--- src/rtl/tash_sqrt_pipe.sv ---
// ----------------------------------------------------------------------------
// tash_sqrt_pipe
// Restoring square root, one result bit per register stage. Gives the floor
// root and the remainder (value - root^2) after N stages.
// ----------------------------------------------------------------------------
module tash_sqrt_pipe #(
  parameter int unsigned N = 25
) (
  input  logic           clk_i,
  input  logic           en_i,
  input  logic [2*N-1:0] val_i,
  output logic [N-1:0]   root_o,
  output logic [N+1:0]   rem_o
);

  logic [2*N-1:0] v_q [N];
  logic [N-1:0]   r_q [N];
  logic [N+1:0]   m_q [N];

  for (genvar k = 0; k < N; k++) begin : g_stg
    logic [2*N-1:0] v_in;
    logic [N-1:0]   r_in;
    logic [N+1:0]   m_in;
    logic [N+2:0]   cur;
    logic [N+2:0]   trial;
    logic           ge;

    if (k == 0) begin : g_first
      assign v_in = val_i;
      assign r_in = '0;
      assign m_in = '0;
    end else begin : g_next
      assign v_in = v_q[k-1];
      assign r_in = r_q[k-1];
      assign m_in = m_q[k-1];
    end

    // bring down the next two bits, try root bit one
    // partial remainder before the last stage stays below 2^(N+1)
    assign cur   = {m_in[N:0], v_in[2*N-1 -: 2]};
    assign trial = {1'b0, r_in, 2'b01};
    assign ge    = (cur >= trial);

    always_ff @(posedge clk_i) begin
      if (en_i) begin
        v_q[k] <= v_in << 2;
        r_q[k] <= {r_in[N-2:0], ge};
        m_q[k] <= ge ? (N+2)'(cur - trial) : cur[N+1:0];
      end
    end
  end

  assign root_o = r_q[N-1];
  assign rem_o  = m_q[N-1];

endmodule

--- config.mk ---
export PLATFORM = sky130hd
export DESIGN_NAME = tash_sqrt_pipe
export DESIGN_NICKNAME = d
export VERILOG_FILES = /design/src/rtl/tash_sqrt_pipe.sv
export SDC_FILE = /design/constraint.sdc
export NUM_CORES = 2
export LEC_CHECK = 0
export BUFFER_PORTS_ARGS = -buffer_cell sky130_fd_sc_hd__buf_2
export CORE_AREA = 2 2 540 542
export DETAILED_ROUTE_END_ITERATION = 10
export DIE_AREA = 0 0 542 544
export MAX_ROUTING_LAYER = met4
export PLACE_DENSITY = 0.5
export RECOVER_POWER = 25
export SETUP_SLACK_MARGIN = 0.5
export SYNTH_ARGS = -nofsm -noshare
export SYNTH_HDL_FRONTEND = slang
export SYNTH_SLANG_ARGS = --single-unit
--- constraint.sdc ---
create_clock -name clk_i -period 5 [get_ports clk_i]
set_input_delay 0.5 -clock clk_i [delete_from_list [all_inputs] [get_ports clk_i]]
set_output_delay 0.5 -clock clk_i [all_outputs]
set_load 0.01 [all_outputs]
After elaboration in Yosys (flattened, before gate mapping)
Memory sizes are Yosys's and may differ from the RTL's.
Cells that the tools add are included.
W data, S select, Z words.
{ "op_classes": {"add_sub_neg": 25, "order_cmp": 25, "n_mux": 27} }
{ "op_table": {"columns": ["op", "count"], "rows": [
  ["$mux W27", 25],
  ["$ge A28 B27 Y1", 24],
  ["$sub A27 B27 Y27", 24],
  ["$sub A2 B1 Y3 const B", 1],
  ["$ge A2 B1 Y1 const B", 1],
  ["$mux W1", 2]
]} }
{ "word_totals": {"regBits": 0, "ramBits": 2500, "input_bits": 52, "out_inout_bits": 52, "elab_cells": 80, "n_memories": 3} }
{ "memory_table": {"columns": ["memory", "words", "word_bits", "rd", "rd_ports_with_merged_regs", "wr", "line", "text"], "rows": [
  ["v_q", 25, 48, 24, 0, 25, "16", "logic [2*N-1:0] v_q [N];"],
  ["m_q", 25, 27, 25, 0, 25, "18", "logic [N+1:0] m_q [N];"],
  ["r_q", 25, 25, 25, 0, 25, "17", "logic [N-1:0] r_q [N];"]
]} }

Depth between registers and ports, before layout
An unclocked memory read counts as a cell.
{ "logic_depth": {"depth_word": 3, "depth_mapped": 14, "ltp_nobuf": 12} }

Least setup slack after synthesis
No wires, ideal clock.
{ "synth_timing": {"path_type": "reg2reg", "start": "mem m_q[1][111] in the netlist's numbering", "end": "mem m_q[1][141] in the netlist's numbering (data pin)", "setup_time_ns": 0.260, "arrival_time_ns": 2.971, "t_required_ns": 4.740, "setup_slack_ns": 1.769, "stages_incl_launch_ff": 12, "period_less_slack_ns": 3.231, "path_cell_list": "edfxtp_1 -> ha_1 -> a211oi_1 -> o21ai_0 -> or2_2 -> a41o_1 -> a31oi_1 -> o21ai_1 -> nor3b_1 -> inv_1 -> buf_2 -> mux2_2"} }
{ "synth_rtl": {"columns": ["item", "line"], "rows": [
  ["start: declaration", "18"]
]} }

==> metrics <==
run status=finished with violations; violations in the final reports=max-capacitance violations, max-slew violations; met1 WL=62.0 mm; CP Max Fanout=39; Synth top area share=64.4%; most frequent cell after synthesis=edfxtp_1; Syn Area/Cell=13.0 µm²; Seq/Total Area, Yosys=64.4%; Clock Pin Slew Worst Setup and Hold Paths=0.06 ns; share of cells above drive strength 1=8.43%; Leak Pwr=31.1 nW; worst-skew pair later-pin latency=0.86 ns; post_cts resized=0; CP Class=flop to flop; clk sink count=1541; Die Y=544 µm; post-placement setup slack=1.19 ns; Crit Reg-Reg Endpoint=m_q[1][157]$_DFFE_PP_; Setup crit end kind=flop; gr ovfl total=0; largest net degree at the start of global routing=162; # H-tree levels=4; hold wc startpoint=val_i[40]; first-pass GRT wire length=222 mm; Worst R2R Path Depth=11; total track usage=9.38%; Syn Inst Count=5552; Worst Skew=0.108 ns; final wirelength=138 mm; Top Metal Used=met4; GP Congestion=0.897; Final Max Slew Viols=89; Port Buf Inserts=103; clock buffer depth=4; R2R Path Start=m_q[1][111]$_DFFE_PP_; post-detail-place hpwl=96.7 mm; fill count=29100; number of buffers inserted during clock tree synthesis=181; crit path DAT=4.40 ns; Top FF cell, synth=edfxtp_1; power density over the cells=445 nW/µm²; CTS tree=done; WHS Path Cells=2; Antenna Nets Post-Route=0; Slew @ Worst Pin=3.00 ns; max cap viols=1; initial antenna violation count=1; Initial Util=24.8%; via count=42300; Slew headroom=-99.8%; VDD IR max=280 µV; Fin Setup TNS=0 ns; Area contributors post-synth=edfxtp_1 (64%), ha_1 (6.2%), xor2_1 (3.1%); root buffer cell=clkbuf_16; R2R setup slack=1.09 ns; vias per inst=4.33; initial DRC count=2807; Startpoint Class=flop; Met2 Wirelength=65.3 mm; Data required, critical path=5.49 ns; met3 WL post-DR=5.95 mm; final setup margin=1.09 ns; Ant. Diodes=0; achievable frequency=256 MHz; I/O pin count=104; die area=295000 µm²; P&R area growth vs syn=16.1%; Synth warnings=0; Syn Std Cell Area=71900 µm²; Synth Net Count=5958; Hold Path Sink=v_q[0][40]$_DFFE_PP_; Synth Register Bits=1541; Synth cell types=93; EDFF count, synth=1541; Core ar.=289000 µm²; worst hold path class=input port to flop; vias in the first global route=42700; leading area contributor after synthesis=edfxtp_1; Min Clock Period, post-route=3.91 ns; # setup viols final=0; endpoints failing hold=0; fin crit share=78.2%; router iterations before antenna repair=6; Synth async-reset ratio=0%; # rows=198; DRC viols=0; Die X=542 µm; Nets=6244; Avg WL per Cell=14.1 µm; top cells by count, synth=edfxtp_1 (1541), inv_1 (435), nor2_1 (387), a21oi_1 (360), ha_1 (354); unrepaired setup endpoints after global routing=false
## registers in the layout, indices dropped and copies added, names as in the netlist
signal,flops
r_q,325
m_q,616
v_q,600
## power breakdown
group	switching [W]	leakage [nW]	internal [W]	total [W]
Sequential	0.000962	14.8	0.0164	0.0173
Clock	0.00520	2.74	0.00741	0.0126
Combinational	0.00409	13.6	0.00308	0.00717
Total	0.0102	31.1	0.0269	0.0371
## kinds of logic (layout without fill, tap and decap cells)
kind of cell,count (synthesis),count (layout),synth area share (%)
buffers and inverters,537,962,2.83
flip-flops,1541,1541,64.4
adder cells (fa/ha/maj),354,354,6.16
other,1,1,0.00522
multiplexers,50,50,0.776
AO/OA/AOI/OAI,1143,1143,9.92
AND/OR/NAND/NOR,1430,1430,9.91
XOR/XNOR,496,496,6.04
## critical path, cell delays in order, from the launching register on
cell and delay (ns):
edfxtp_1 0.40, ha_1 0.35, a211oi_1 0.32, o21ai_0 0.17, or2_2 0.33, a41o_1 0.27
a31oi_1 0.39, o21ai_1 0.17, nor3b_1 0.51, inv_1 0.11, buf_4 0.28, mux2_2 0.32
## metal layers
| layer | vias to the layer above | GRT usage, % |
|---|---|---|
| met5 | - | - |
| met4 | 0 | 3.79 |
| met3 | 334 | 1.60 |
| met2 | 860 | 15.4 |
| met1 | 20000 | 11.4 |
| li1 | 21100 | - |
## worst max path at each step
stage / start / to / slack (ns)
after detailed placement: m_q[1][111]$_DFFE_PP_ / m_q[1][141]$_DFFE_PP_ / 1.19
after floorplan: m_q[1][111]$_DFFE_PP_ / m_q[1][141]$_DFFE_PP_ / 1.77
after global placement: m_q[1][111]$_DFFE_PP_ / m_q[1][141]$_DFFE_PP_ / 1.13
after CTS: m_q[1][111]$_DFFE_PP_ / m_q[1][157]$_DFFE_PP_ / 1.09
after global routing: m_q[1][111]$_DFFE_PP_ / m_q[1][157]$_DFFE_PP_ / 0.81
final: m_q[1][111]$_DFFE_PP_ / m_q[1][157]$_DFFE_PP_ / 1.09
## per-stage QoR
step | hold slack (ns) | util, % | area [µm²] | std cells | power [W]
2_1_floorplan | 0.400 | - | 71900 | 5552 | 0.0226
3_3_place_gp | 0.401 | 26.7 | 77300 | 9404 | 0.0246
3_5_place_dp | 0.405 | 26.7 | 77300 | 9404 | 0.0247
4_1_cts | 0.110 | 28.9 | 83500 | 9777 | 0.0377
5_1_grt | 0.293 | 28.8 | 83500 | 9777 | 0.0393
6_report | 0.345 | 28.8 | 83500 | 9777 | 0.0371
## cells in the final DEF, fill, tap and decap left out, types with 39 or more instances in the layout
cell	instances
edfxtp_1	1541
inv_1	435
nor2_1	387
a21oi_1	360
ha_1	354
nand2_1	350
o21ai_0	285
xor2_1	254
xnor2_1	242
clkbuf_16	184
a21o_1	132
nor3_1	112
buf_2	95
nand3_1	78
o21a_1	71
nand2b_1	69
nor4_1	62
nor2b_1	61
nand4_1	54
or3_1	52
dlygate4sd3_1	51
mux2_2	46
clkbuf_1	44
o31ai_1	41
clkinv_1	39
## final cells by class
cell class	instances	area, µm²	share of cell area [%]
Timing Repair Buffer	202	1500	1.80
Clock inverter	101	911	1.09
Tap cell	3800	4750	5.70
Sequential cell	1541	46300	55.4
Clock buffer	221	4740	5.68
Multi-Input combinational cell	3474	23600	28.3
Inverter	438	1640	1.97
## what timing repair did
| action | 4_1_cts | 5_1_grt |
|---|---|---|
| hold buffers | 51 | 0 |
| endpoints found under the hold margin | 51 | 0 |
| buffers inserted | 0 | 0 |
Power figures use the tool's default switching activity.
